`src/rtl/core/vrt_pkg.sv`:
```
// Shared constants, types and command codes of the voxel ray traversal unit.
`default_nettype none
package vrt_pkg;

   localparam int GRID_X    = 64;
   localparam int GRID_Y    = 64;
   localparam int GRID_Z    = 64;
   localparam int MAX_STEPS = 512;

   localparam int DEPTH  = GRID_X * GRID_Y * GRID_Z;
   localparam int ADDR_W = $clog2(DEPTH);
   // start cell spans -128..127, the walk moves at most MAX_STEPS cells from it
   localparam int CELL_W = $clog2(MAX_STEPS + 256) + 2;
   localparam int STEP_W = $clog2(MAX_STEPS + 1);
   localparam int CNT_W  = ADDR_W;
   localparam int ITER   = 32;           // result bits of the root and of each quotient
   localparam int JOBS   = 6;            // three crossing times, three first boundaries
   localparam int TIME_W = 32;

   localparam logic [TIME_W-1:0] T_INF    = '1;
   localparam logic [31:0]       SUM_MIN  = 32'd2;
   localparam logic              KIND_WRITE = 1'b0;
   localparam logic              KIND_RAY   = 1'b1;

   typedef enum logic [3:0] {
      ST_CLEAR,
      ST_IDLE,
      ST_SUMSQ,
      ST_SQRT_INIT,
      ST_SQRT,
      ST_DIV_INIT,
      ST_DIV,
      ST_DIV_STORE,
      ST_WALK_CHK,
      ST_WALK_READ,
      ST_DONE
   } state_type;

   typedef enum logic [3:0] {
      OP_NONE,
      OP_CLEAR_WR,
      OP_BLOCK_WR,
      OP_RAY_LOAD,
      OP_SUMSQ,
      OP_SQRT_INIT,
      OP_SQRT_STEP,
      OP_DIV_INIT,
      OP_DIV_STEP,
      OP_DIV_STORE,
      OP_WALK_READ,
      OP_WALK_EVAL,
      OP_RESULT
   } op_type;

   typedef struct packed {
      op_type             op;
      logic               req_ready;
      logic [2:0]         idx;
      logic [ADDR_W-1:0]  addr;
   } cmd_type;

   typedef struct packed {
      logic near_zero;
      logic walk_go;
      logic cell_hit;
      logic rsp_free;
   } stat_type;

endpackage
`default_nettype wire

```
`src/rtl/core/vrt_ctrl.sv`:
```
// Sequencer of the voxel ray traversal unit.
`default_nettype none
module vrt_ctrl import vrt_pkg::*; (
   input  wire logic     clock,
   input  wire logic     reset,
   input  wire logic     req_valid,
   input  wire logic     req_kind,
   input  wire stat_type stat,
   output cmd_type       cmd
);

   state_type         state_ff, state_in;
   logic [CNT_W-1:0]  cnt_ff, cnt_in;
   logic [2:0]        job_ff, job_in;

   always_ff @(posedge clock) begin
      if (reset) begin
         state_ff <= ST_CLEAR;
         cnt_ff   <= '0;
         job_ff   <= '0;
      end else begin
         state_ff <= state_in;
         cnt_ff   <= cnt_in;
         job_ff   <= job_in;
      end
   end

   always_comb begin
      state_in      = state_ff;
      cnt_in        = cnt_ff;
      job_in        = job_ff;
      cmd.op        = OP_NONE;
      cmd.req_ready = 1'b0;
      cmd.idx       = job_ff;
      cmd.addr      = cnt_ff[ADDR_W-1:0];
      unique case (state_ff)
         ST_CLEAR: begin
            cmd.op = OP_CLEAR_WR;
            if (cnt_ff == CNT_W'(DEPTH - 1)) begin
               state_in = ST_IDLE;
               cnt_in   = '0;
            end else begin
               cnt_in = cnt_ff + 1'b1;
            end
         end
         ST_IDLE: begin
            cmd.req_ready = 1'b1;
            if (req_valid) begin
               if (req_kind == KIND_WRITE) begin
                  cmd.op = OP_BLOCK_WR;
               end else begin
                  cmd.op   = OP_RAY_LOAD;
                  state_in = ST_SUMSQ;
                  job_in   = '0;
               end
            end
         end
         ST_SUMSQ: begin
            cmd.op = OP_SUMSQ;
            if (job_ff == 3'd2) begin
               state_in = ST_SQRT_INIT;
               job_in   = '0;
            end else begin
               job_in = job_ff + 1'b1;
            end
         end
         ST_SQRT_INIT: begin
            if (stat.near_zero) begin
               state_in = ST_DONE;
            end else begin
               cmd.op   = OP_SQRT_INIT;
               state_in = ST_SQRT;
               cnt_in   = '0;
            end
         end
         ST_SQRT: begin
            cmd.op = OP_SQRT_STEP;
            if (cnt_ff == CNT_W'(ITER - 1)) begin
               state_in = ST_DIV_INIT;
               cnt_in   = '0;
               job_in   = '0;
            end else begin
               cnt_in = cnt_ff + 1'b1;
            end
         end
         ST_DIV_INIT: begin
            cmd.op   = OP_DIV_INIT;
            state_in = ST_DIV;
            cnt_in   = '0;
         end
         ST_DIV: begin
            cmd.op = OP_DIV_STEP;
            if (cnt_ff == CNT_W'(ITER - 1)) begin
               state_in = ST_DIV_STORE;
               cnt_in   = '0;
            end else begin
               cnt_in = cnt_ff + 1'b1;
            end
         end
         ST_DIV_STORE: begin
            cmd.op = OP_DIV_STORE;
            if (job_ff == 3'(JOBS - 1)) begin
               state_in = ST_WALK_CHK;
               job_in   = '0;
            end else begin
               state_in = ST_DIV_INIT;
               job_in   = job_ff + 1'b1;
            end
         end
         ST_WALK_CHK: begin
            if (stat.walk_go) begin
               cmd.op   = OP_WALK_READ;
               state_in = ST_WALK_READ;
            end else begin
               state_in = ST_DONE;
            end
         end
         ST_WALK_READ: begin
            cmd.op   = OP_WALK_EVAL;
            state_in = stat.cell_hit ? ST_DONE : ST_WALK_CHK;
         end
         ST_DONE: begin
            if (stat.rsp_free) begin
               cmd.op   = OP_RESULT;
               state_in = ST_IDLE;
            end
         end
         default: begin
            state_in = ST_CLEAR;
            cnt_in   = '0;
         end
      endcase
   end

`ifndef SYNTHESIS
   a_ready_only_idle: assert property (@(posedge clock) disable iff (reset)
      state_ff != ST_IDLE |-> !cmd.req_ready)
      else $error("request taken outside idle");
   a_sqrt_length: assert property (@(posedge clock) disable iff (reset)
      (state_ff == ST_SQRT && cnt_ff == CNT_W'(ITER - 1)) |=> state_ff == ST_DIV_INIT)
      else $error("root iteration count broken");
   a_read_after_check: assert property (@(posedge clock) disable iff (reset)
      state_ff == ST_WALK_READ |-> $past(state_ff) == ST_WALK_CHK)
      else $error("cell evaluated without a read");
`endif

endmodule
`default_nettype wire

```
`config.mk`:
```
export PLATFORM = sky130hd
export DESIGN_NAME = vrt_ctrl
export DESIGN_NICKNAME = d
export VERILOG_FILES = /design/src/rtl/core/vrt_pkg.sv /design/src/rtl/core/vrt_ctrl.sv
export SDC_FILE = /design/constraint.sdc
export NUM_CORES = 1
export LEC_CHECK = 0
export ABC_AREA = 1
export BUFFER_PORTS_ARGS = -buffer_cell sky130_fd_sc_hd__buf_2
export CORE_MARGIN = 2
export CORE_UTILIZATION = 50
export DETAILED_ROUTE_END_ITERATION = 10
export PLACE_DENSITY_LB_ADDON = 0.15
export SLEW_MARGIN = 20
export SYNTH_ARGS = -nofsm -noshare
export SYNTH_HDL_FRONTEND = slang
export SYNTH_SLANG_ARGS = --single-unit
export TNS_END_PERCENT = 10
```
`constraint.sdc`:
```
create_clock -name clock -period 1.4 [get_ports clock]
set_input_delay 0.28 -clock clock [delete_from_list [all_inputs] [get_ports clock]]
set_output_delay 0.28 -clock clock [all_outputs]
set_load 0.05 [all_outputs]
```
==> results.cfg, run 1 <==
[cells_and_area]
layout-drive-gt1-share_pct = 43.3
layout_common_cells = nand2_1 (71), buf_4 (63), nor2_1 (45), inv_1 (36), nand3_1 (27)
final_common_cell = nand2_1
n_antenna_cell = 0
synthToLayoutAreaGrowth_pct = 57.9
post-route-util_pct = 83.7
final_nets = 412

[sta]
max_clock_freq_ghz = 0.550
setup_viol = 28
maxSlewViolCount = 0
relSlewSlack_pct = 81.5
finClkSkew_ns = 0.0119
rsz0062_at_grt = yes
hold_violations = 0
fin_hold_ws_ns = 0.264
fin_ws_ns = -0.419
worst_pin_slew_ns = 0.277
fin_crit_ns = 1.82
fin_crit_sh_pct = 130

[synthesis]
yosys_register_bits = 25
ys_types = 28
synth.avg_cell_area_um2 = 5.95
synth_area_um2 = 1800
ys_seq_area_share_pct = 27.9
synth_warnings = 0
syn_nets = 311
netlist_instances = 302

[floorplan]
io-pin-count = 34
core_um2 = 3390
die_w_um = 63.9
start_util_pct = 53.0
rows = 21
die_y_um = 63.9
die_area_um2 = 4090

[drt]
post_drt_via_cell_ratio = 5.30
avgRoutedWirePerCell_um = 13.6
drt_wl_total_um = 6070
drtIter0Drc = 165
dr.pass1.iters = 4
ant_nets = 0
drc = 0
route.vias.total = 2376

[power_and_ir_drop]
ir_worst_vdd_mv = 1.25
leakage_nw = 1.39
finalPower_mw = 3.75
power_density_nw_per_um2 = 1320

[clock_tree]
cts_tree = done
clk_path_buf_depth = 2
cts-htree-levels = 1
clock-sinks = 25
insertion_delay_ns = 0.33
cts_hold_buf = 0
root_buffer = clkbuf_4
cts_buffers = 3
path_clk_slew_ns = 0.16

[grt]
grt_pass1_vias = 2321
grt_max_degree = 14
grt_pass1_wl_um = 9710
antenna_found_initial = 0
grt_usage_pct = 30.0
overflow = 0

[status]
status = finished with violations
violations = negative setup slack

[critical_path]
crit_path_end_kind = primary output
path_class = reg2out
critPathMaxFanout = 3
crit_required_ns = 1.12
reg2reg_depth = 9
start_kind = flop
worstPathArrival_ns = 1.54

[placement]
gp_congestion = 0.997
dp_hpwl_um = 4220
io_buffers = 33

[min_path]
hold_path_class = in2reg
worstHoldPathCells = 3

[job]
max_cap_viol_count = 0
==> repair_timing <==
action                                  4_1_cts  5_1_grt
resized for setup                            42       23
endpoints found under the setup margin       31       33
pin swaps                                     8        9
buffers inserted                              0        4
==> through the flow <==
stage / std cells / cell area (um^2) / setup WS (ns) / setup TNS [ns]
2_1_floorplan: 302 / 1910 / -0.235 / -2.20
3_3_place_gp: 440 / 2580 / -0.154 / -2.13
3_5_place_dp: 440 / 2580 / -0.231 / -2.66
4_1_cts: 444 / 2730 / -0.381 / -2.79
5_1_grt: 448 / 2840 / -0.467 / -7.79
6_report: 448 / 2840 / -0.419 / -5.32
==> cells by family (layout without fill, tap and decap cells) <==
kind of cell               Yosys count  count (layout)  share of synthesized area (%)
and+or+nand+nor                    189             189                           46.7
buffers and inverters               47             147                           10.2
AOI/OAI and AO/OA                   33              33                           11.1
DFF                                 25              25                           27.9
xor gates and xnor gates             7               7                           3.41
adders and majority gates            1               1                          0.696
==> power breakdown <==
part,switching (mW),internal (mW)
Combinational,1.56,0.927
Clock,0.246,0.112
Sequential,0.101,0.804
==> critical path: stages (launching register included) <==
cell,delay (ns)
dfxtp_4,0.43
inv_4,0.05
nor2_4,0.13
nand2_2,0.12
nor2_4,0.15
nor2_4,0.06
o2111ai_4,0.08
buf_6,0.19
==> worst paths after layout <==
kind                                   from          end  slack (ns)
worst max-delay path            state_ff[2]      cmd[22]       -0.42
worst min-delay path                stat[0]  state_ff[3]        0.26
worst max register to register  state_ff[0]    cnt_ff[9]       -0.22
worst min register to register   cnt_ff[15]   cnt_ff[15]        0.52
==> cells in the mapped netlist <==
cell type,number,share of area [%]
clkbuf_1,1,0.21
o21ai_0,7,1.9
nand2_4,2,1.3
o2111ai_1,1,0.49
o211ai_1,2,0.84
dfxtp_1,25,28
nand3b_1,1,0.42
nor2_2,4,1.4
ha_1,1,0.70
xor2_1,7,3.4
a41oi_1,1,0.49
o21bai_1,2,0.84
o21ai_1,1,0.28
nor2_4,2,1.3
nand3_1,28,7.8
nand2_1,79,17
nand3_2,3,1.7
a21oi_1,15,4.2
inv_1,42,8.8
o21ai_4,1,0.91
nand4_1,7,2.4
nand2_2,5,1.7
nor2_1,57,12
a21o_1,1,0.42
or2_2,1,0.35
inv_2,3,0.63
a31oi_1,2,0.70
buf_6,1,0.63
==> metal layers <==
layer / wire (um) / track usage [%]
met1: 2390 / 33.2
met2: 3160 / 55.6
met3: 295 / 4.58
met4: 222 / 14.1
met5: 0 / 0
==> area by class of cell <==
class / instances / area (um^2)
Inverter: 45 / 183
Tap cell: 46 / 57.6
Sequential cell: 25 / 554
Clock buffer: 4 / 26.3
Timing Repair Buffer: 98 / 721
Multi-Input combinational cell: 230 / 1290
Fill cell: 217 / 553
==> flip-flops by register name, indices dropped and copies added, names as in the netlist <==
register	flops
cnt_ff	18
state_ff	4
job_ff	3
Power figures use the tool's default switching activity.
==> inputs of run 2 (changes only) <==
--- a/config.mk
+++ b/config.mk
@@ -11,6 +11,7 @@
 export CORE_UTILIZATION = 50
 export DETAILED_ROUTE_END_ITERATION = 10
 export PLACE_DENSITY_LB_ADDON = 0.15
+export SETUP_SLACK_MARGIN = 0.3
 export SLEW_MARGIN = 20
 export SYNTH_ARGS = -nofsm -noshare
 export SYNTH_HDL_FRONTEND = slang
==> results.cfg, run 2 (synthesis results as in run 1) <==
[critical_path]
critPathMaxStageDelay_ns = 0.43
critPathMaxFanout = 4
r2r-start = state_ff[2]
cp-startpoint = state_ff[0]
worst-path-stages = 5
path_buf_inv = 2
worstPathArrival_ns = 1.56
slowest_stage = dfxtp_4
crit_path_end_kind = primary output
reg2reg_depth = 14
start_kind = flop
crit_required_ns = 1.12
crit_chain = nand2_1 -> inv_1 -> nand3_1 -> nand4_1 -> buf_6
path_class = reg2out
crit_family = simple AND/OR/NAND/NOR gates

[placement]
gp_congestion = 0.920
place_area_um2 = 2620
dpl_worst_slack_ns = -0.249
dp_hpwl_um = 4140
io_buffers = 33

[drt]
drc = 0
ant_nets = 0
route.vias.total = 2670
dr.pass1.iters = 8
avgRoutedWirePerCell_um = 17.3
drtIter0Drc = 297
drt_wl_total_um = 7920
post_drt_via_cell_ratio = 5.84

[sta]
finClkSkew_ns = 0.0174
setup_viol = 28
rsz0062_at_grt = yes
worst_pin_slew_ns = 0.335
max_clock_freq_ghz = 0.545
maxSlewViolCount = 0
fin_ws_ns = -0.435
fin_crit_sh_pct = 131
relSlewSlack_pct = 77.7
hold_violations = 0
fin_crit_ns = 1.84
finalSetupTns_ns = -5.52

[power_and_ir_drop]
p_sw_share_pct = 51.8
p_comb_share_pct = 68.1
finalPower_mw = 3.99
pwr-share-seq_pct = 22.8
ir_worst_vdd_mv = 1.45
p_switching_mw = 2.07
power_density_nw_per_um2 = 1270
pwr-share-clk_pct = 9.2
intPower_mw = 1.92
leakage_nw = 1.48

[floorplan]
io-pin-count = 34
die_y_um = 63.9
die_area_um2 = 4090
core_um2 = 3390
start_util_pct = 53.0
rows = 21
die_w_um = 63.9

[cells_and_area]
postLayoutCellArea_um2 = 3130
final_nets = 421
layout_common_cells = nand2_1 (71), buf_4 (61), nor2_1 (44), inv_1 (35), nand3_1 (26)
reg_top3 = cnt_ff x18, state_ff x4, job_ff x3
final_common_cell = nand2_1
n_antenna_cell = 0
layout-drive-gt1-share_pct = 45.7
synthToLayoutAreaGrowth_pct = 74.4
largest_reg_flops = 18
fill_cells = 129
regMostFlops = cnt_ff
post-route-util_pct = 92.5

[grt]
grt_pass1_wl_um = 11500
grt_pass1_vias = 2517
overflow = 0
antenna_found_initial = 0
grt_usage_pct = 35.9
grt_max_degree = 16

[clock_tree]
root_buffer = clkbuf_4
path_clk_slew_ns = 0.17
clock-sinks = 25
clk_path_buf_depth = 2
cts_buffers = 3
insertion_delay_ns = 0.34
cts_tree = done
cts-htree-levels = 1

[job]
max_cap_viol_count = 0

[status]
violations = negative setup slack
status = finished with violations

[min_path]
worstHoldPathCells = 3
hold_path_class = in2reg
hold_start = stat[0]
[run 2: cell types whose count changed in the layout (fill, tap and decap cells not counted), moves of 3 or more]
cell      delta
buf_8       +16
buf_2       -15
buf_6       +13
dfxtp_4      +6
dfxtp_2      -5
nor2_2       +5
nor2_4       -4
clkbuf_4     -3
[run 2: final cells by class]
| type | instances | area, um^2 | share of cell area (%) |
|---|---|---|---|
| clock buffers | 3 | 22.5 | 0.719 |
| clock inverters | 1 | 6.26 | 0.200 |
| inverters | 45 | 183 | 5.83 |
| multi-input cells | 230 | 1300 | 41.5 |
| flip-flops and latches | 25 | 571 | 18.2 |
| well taps | 46 | 57.6 | 1.84 |
| repair buffers | 107 | 995 | 31.7 |
[run 2: stage by stage]
stage,hold WS [ns],std cells
floorplan,0.349,302
global placement,0.500,444
detailed placement,0.512,444
CTS,0.222,455
global route,0.274,457
finish,0.271,457
[run 2: tightest hold or removal path, delay by kind of cell]
kind	cells	cell delay (ns)
compound gates	1	0.09
simple gates	1	0.13
buf+inv	1	0.09
[run 2: timing repair]
| item | in CTS | in global routing |
|---|---|---|
| hold buffers | 0 | 0 |
| cloned | 0 | 0 |
| setup buffers | 7 | 2 |
| endpoints found under the setup margin | 51 | 51 |
| gates resized for setup | 107 | 28 |
| pin swaps | 9 | 10 |
[run 2: power by group through the flow]
stage / clock (mW) / sequential (mW) / combinational, mW
after floorplan: 0 / 1.06 / 1.30
final: 0.365 / 0.908 / 2.72
after detailed placement: 0 / 0.904 / 2.15
after global placement: 0 / 0.902 / 2.13
after CTS: 0.365 / 0.898 / 2.41
after global routing: 0.387 / 0.919 / 2.84
[run 2: metal layers]
metal | part of all wire, % | GRT usage, % | wire length, um | vias up
li1 | - | - | - | 1174
met1 | 37 | 37.4 | 2900 | 1241
met2 | 50 | 69.3 | 3960 | 201
met3 | 8.0 | 3.87 | 637 | 54
met4 | 5.4 | 18.8 | 427 | 0
met5 | 0 | 0 | 0 | -
[run 2: final timing paths]
check,to,slack (ns)
hold reg to reg,job_ff[0],0.55
setup reg to reg,job_ff[1],-0.39
setup / recovery,cmd[24],-0.44
hold / removal,state_ff[3],0.27
==> inputs of run 3 (changes only) <==
--- a/config.mk
+++ b/config.mk
@@ -7,8 +7,11 @@
 export LEC_CHECK = 0
 export ABC_AREA = 1
 export BUFFER_PORTS_ARGS = -buffer_cell sky130_fd_sc_hd__buf_2
+export CELL_PAD_IN_SITES_DETAIL_PLACEMENT = 1
+export CELL_PAD_IN_SITES_GLOBAL_PLACEMENT = 1
+export CORE_ASPECT_RATIO = 0.9
 export CORE_MARGIN = 2
-export CORE_UTILIZATION = 50
+export CORE_UTILIZATION = 34
 export DETAILED_ROUTE_END_ITERATION = 10
 export PLACE_DENSITY_LB_ADDON = 0.15
 export SETUP_SLACK_MARGIN = 0.3
==> results.cfg, run 3 (synthesis results as in run 1) <==
[status]
status = finished with violations
violations = negative setup slack

[power_and_ir_drop]
ir_worst_vdd_mv = 0.820
p_sw_share_pct = 49.7
pwr-share-seq_pct = 20.8
pwr-share-clk_pct = 11.0
p_comb_share_pct = 68.1
p_switching_mw = 2.17
power_density_nw_per_um2 = 1390
leakage_nw = 1.51
intPower_mw = 2.20

[grt]
grt_max_degree = 14
grt_usage_pct = 30.4
overflow = 0
antenna_found_initial = 0
grt_pass1_wl_um = 13600
grt_pass1_vias = 2634

[min_path]
worstHoldPathCells = 3
holdPathEnd = state_ff[3]
hold_start = stat[0]
hold_path_class = in2reg

[sta]
finalSetupTns_ns = -7.52
worst_pin_slew_ns = 0.315
hold_violations = 0
maxSlewViolCount = 0
fin_hold_ws_ns = 0.344
fin_crit_ns = 1.83
relSlewSlack_pct = 78.8
finClkSkew_ns = 0.0117
fin_crit_sh_pct = 131
rsz0062_at_grt = yes
fin_ws_ns = -0.429
setup_viol = 29
max_clock_freq_ghz = 0.547

[placement]
dp.cells = 476
io_buffers = 33
dp_hpwl_um = 5790
gp_congestion = 0.901
dpl_worst_slack_ns = -0.332
place_area_um2 = 2710

[cells_and_area]
n_antenna_cell = 0
reg_top3 = cnt_ff x18, state_ff x4, job_ff x3
postLayoutCellArea_um2 = 3150
synthToLayoutAreaGrowth_pct = 75.4
final_cells = 488
largest_reg_flops = 18
final_nets = 431
layout-drive-gt1-share_pct = 46.1
layout_common_cells = buf_4 (83), nand2_1 (72), nor2_1 (42), inv_1 (36), nand3_1 (27)
regMostFlops = cnt_ff
final_common_cell = buf_4
fill_cells = 678

[critical_path]
slowest_stage = dfxtp_4
r2r-start = cnt_ff[8]
crit_path_end_kind = primary output
rrSetupSlack_ns = -0.35
crit_chain = inv_1 -> nor2_4 -> nand2_4 -> buf_4 -> o2111ai_4 -> buf_6
path_class = reg2out
crit_required_ns = 1.12
critPathMaxStageDelay_ns = 0.39
start_kind = flop
reg2reg_depth = 8
worstReg2RegEnd = cnt_ff[6]
critPathMaxFanout = 4
worstPathArrival_ns = 1.55

[clock_tree]
cts_tree = done
clk_path_buf_depth = 2
path_clk_slew_ns = 0.09
root_buffer = clkbuf_8
insertion_delay_ns = 0.29
cts_buffers = 3
cts-htree-levels = 1
cts_hold_buf = 0
clock-sinks = 25

[drt]
route.vias.total = 2658
drtIter0Drc = 207
drc = 0
ant_nets = 0
avgRoutedWirePerCell_um = 19.8
dr.pass1.iters = 5
drt_wl_total_um = 9680
post_drt_via_cell_ratio = 5.45

[job]
max_cap_viol_count = 0

[floorplan]
core_um2 = 5160
die_y_um = 73.0
die_area_um2 = 5880
start_util_pct = 34.8
rows = 25
die_w_um = 80.6
io-pin-count = 34
[run 3: critical path, delay by kind of cell, from the launching register on]
kind,cells,cell delay (ns)
and+or+nand+nor,2,0.24
buffers and inverters,3,0.44
AOI/OAI and AO/OA,1,0.20
DFF,1,0.39
[run 3: worst max path at each step]
stage,cells past startpoint,to,start,slack (ns)
after floorplan,6,cmd[22],state_ff[0],-0.23
after global placement,7,cmd[22],state_ff[2],-0.21
after detailed placement,7,cmd[22],state_ff[2],-0.33
after CTS,7,cmd[22],state_ff[2],-0.33
after global routing,6,cmd[22],state_ff[3],-0.47
final,6,cmd[22],state_ff[3],-0.43
[run 3: area by class of cell]
| class | instances | area, um^2 | share of cell area (%) |
|---|---|---|---|
| inverters | 45 | 183 | 5.80 |
| multi-input cells | 230 | 1290 | 41.1 |
| repair buffers | 117 | 985 | 31.2 |
| clock buffers | 4 | 45.0 | 1.43 |
| flip-flops and latches | 25 | 561 | 17.8 |
| well taps | 67 | 83.8 | 2.66 |
[run 3: metrics by stage]
step	power, mW	utilization, %
floorplan	2.36	-
global placement	3.24	52.5
detailed placement	3.33	52.5
CTS	4.07	59.1
global route	4.56	61.1
finish	4.37	61.1
[run 3: per-layer routing]
layer  track usage, %  up-vias  share of wire (%)
met5                0        -                  0
met4             8.66        0                2.2
met3             7.05       23                7.5
met2             52.0      122                 48
met1             38.3     1320                 42
li1                 -     1193                  -
[run 3: power by group through the flow]
stage	clock network, mW	logic, mW	registers [mW]
6_report	0.481	2.98	0.910
5_1_grt	0.509	3.13	0.920
4_1_cts	0.481	2.67	0.914
3_5_place_dp	0	2.43	0.907
3_3_place_gp	0	2.34	0.901
2_1_floorplan	0	1.30	1.06
[run 3: timing repair]
| action | CTS | global route |
|---|---|---|
| resized for setup | 85 | 23 |
| buffers inserted | 4 | 4 |
| endpoints found under the setup margin | 51 | 51 |
| pin swaps | 10 | 12 |
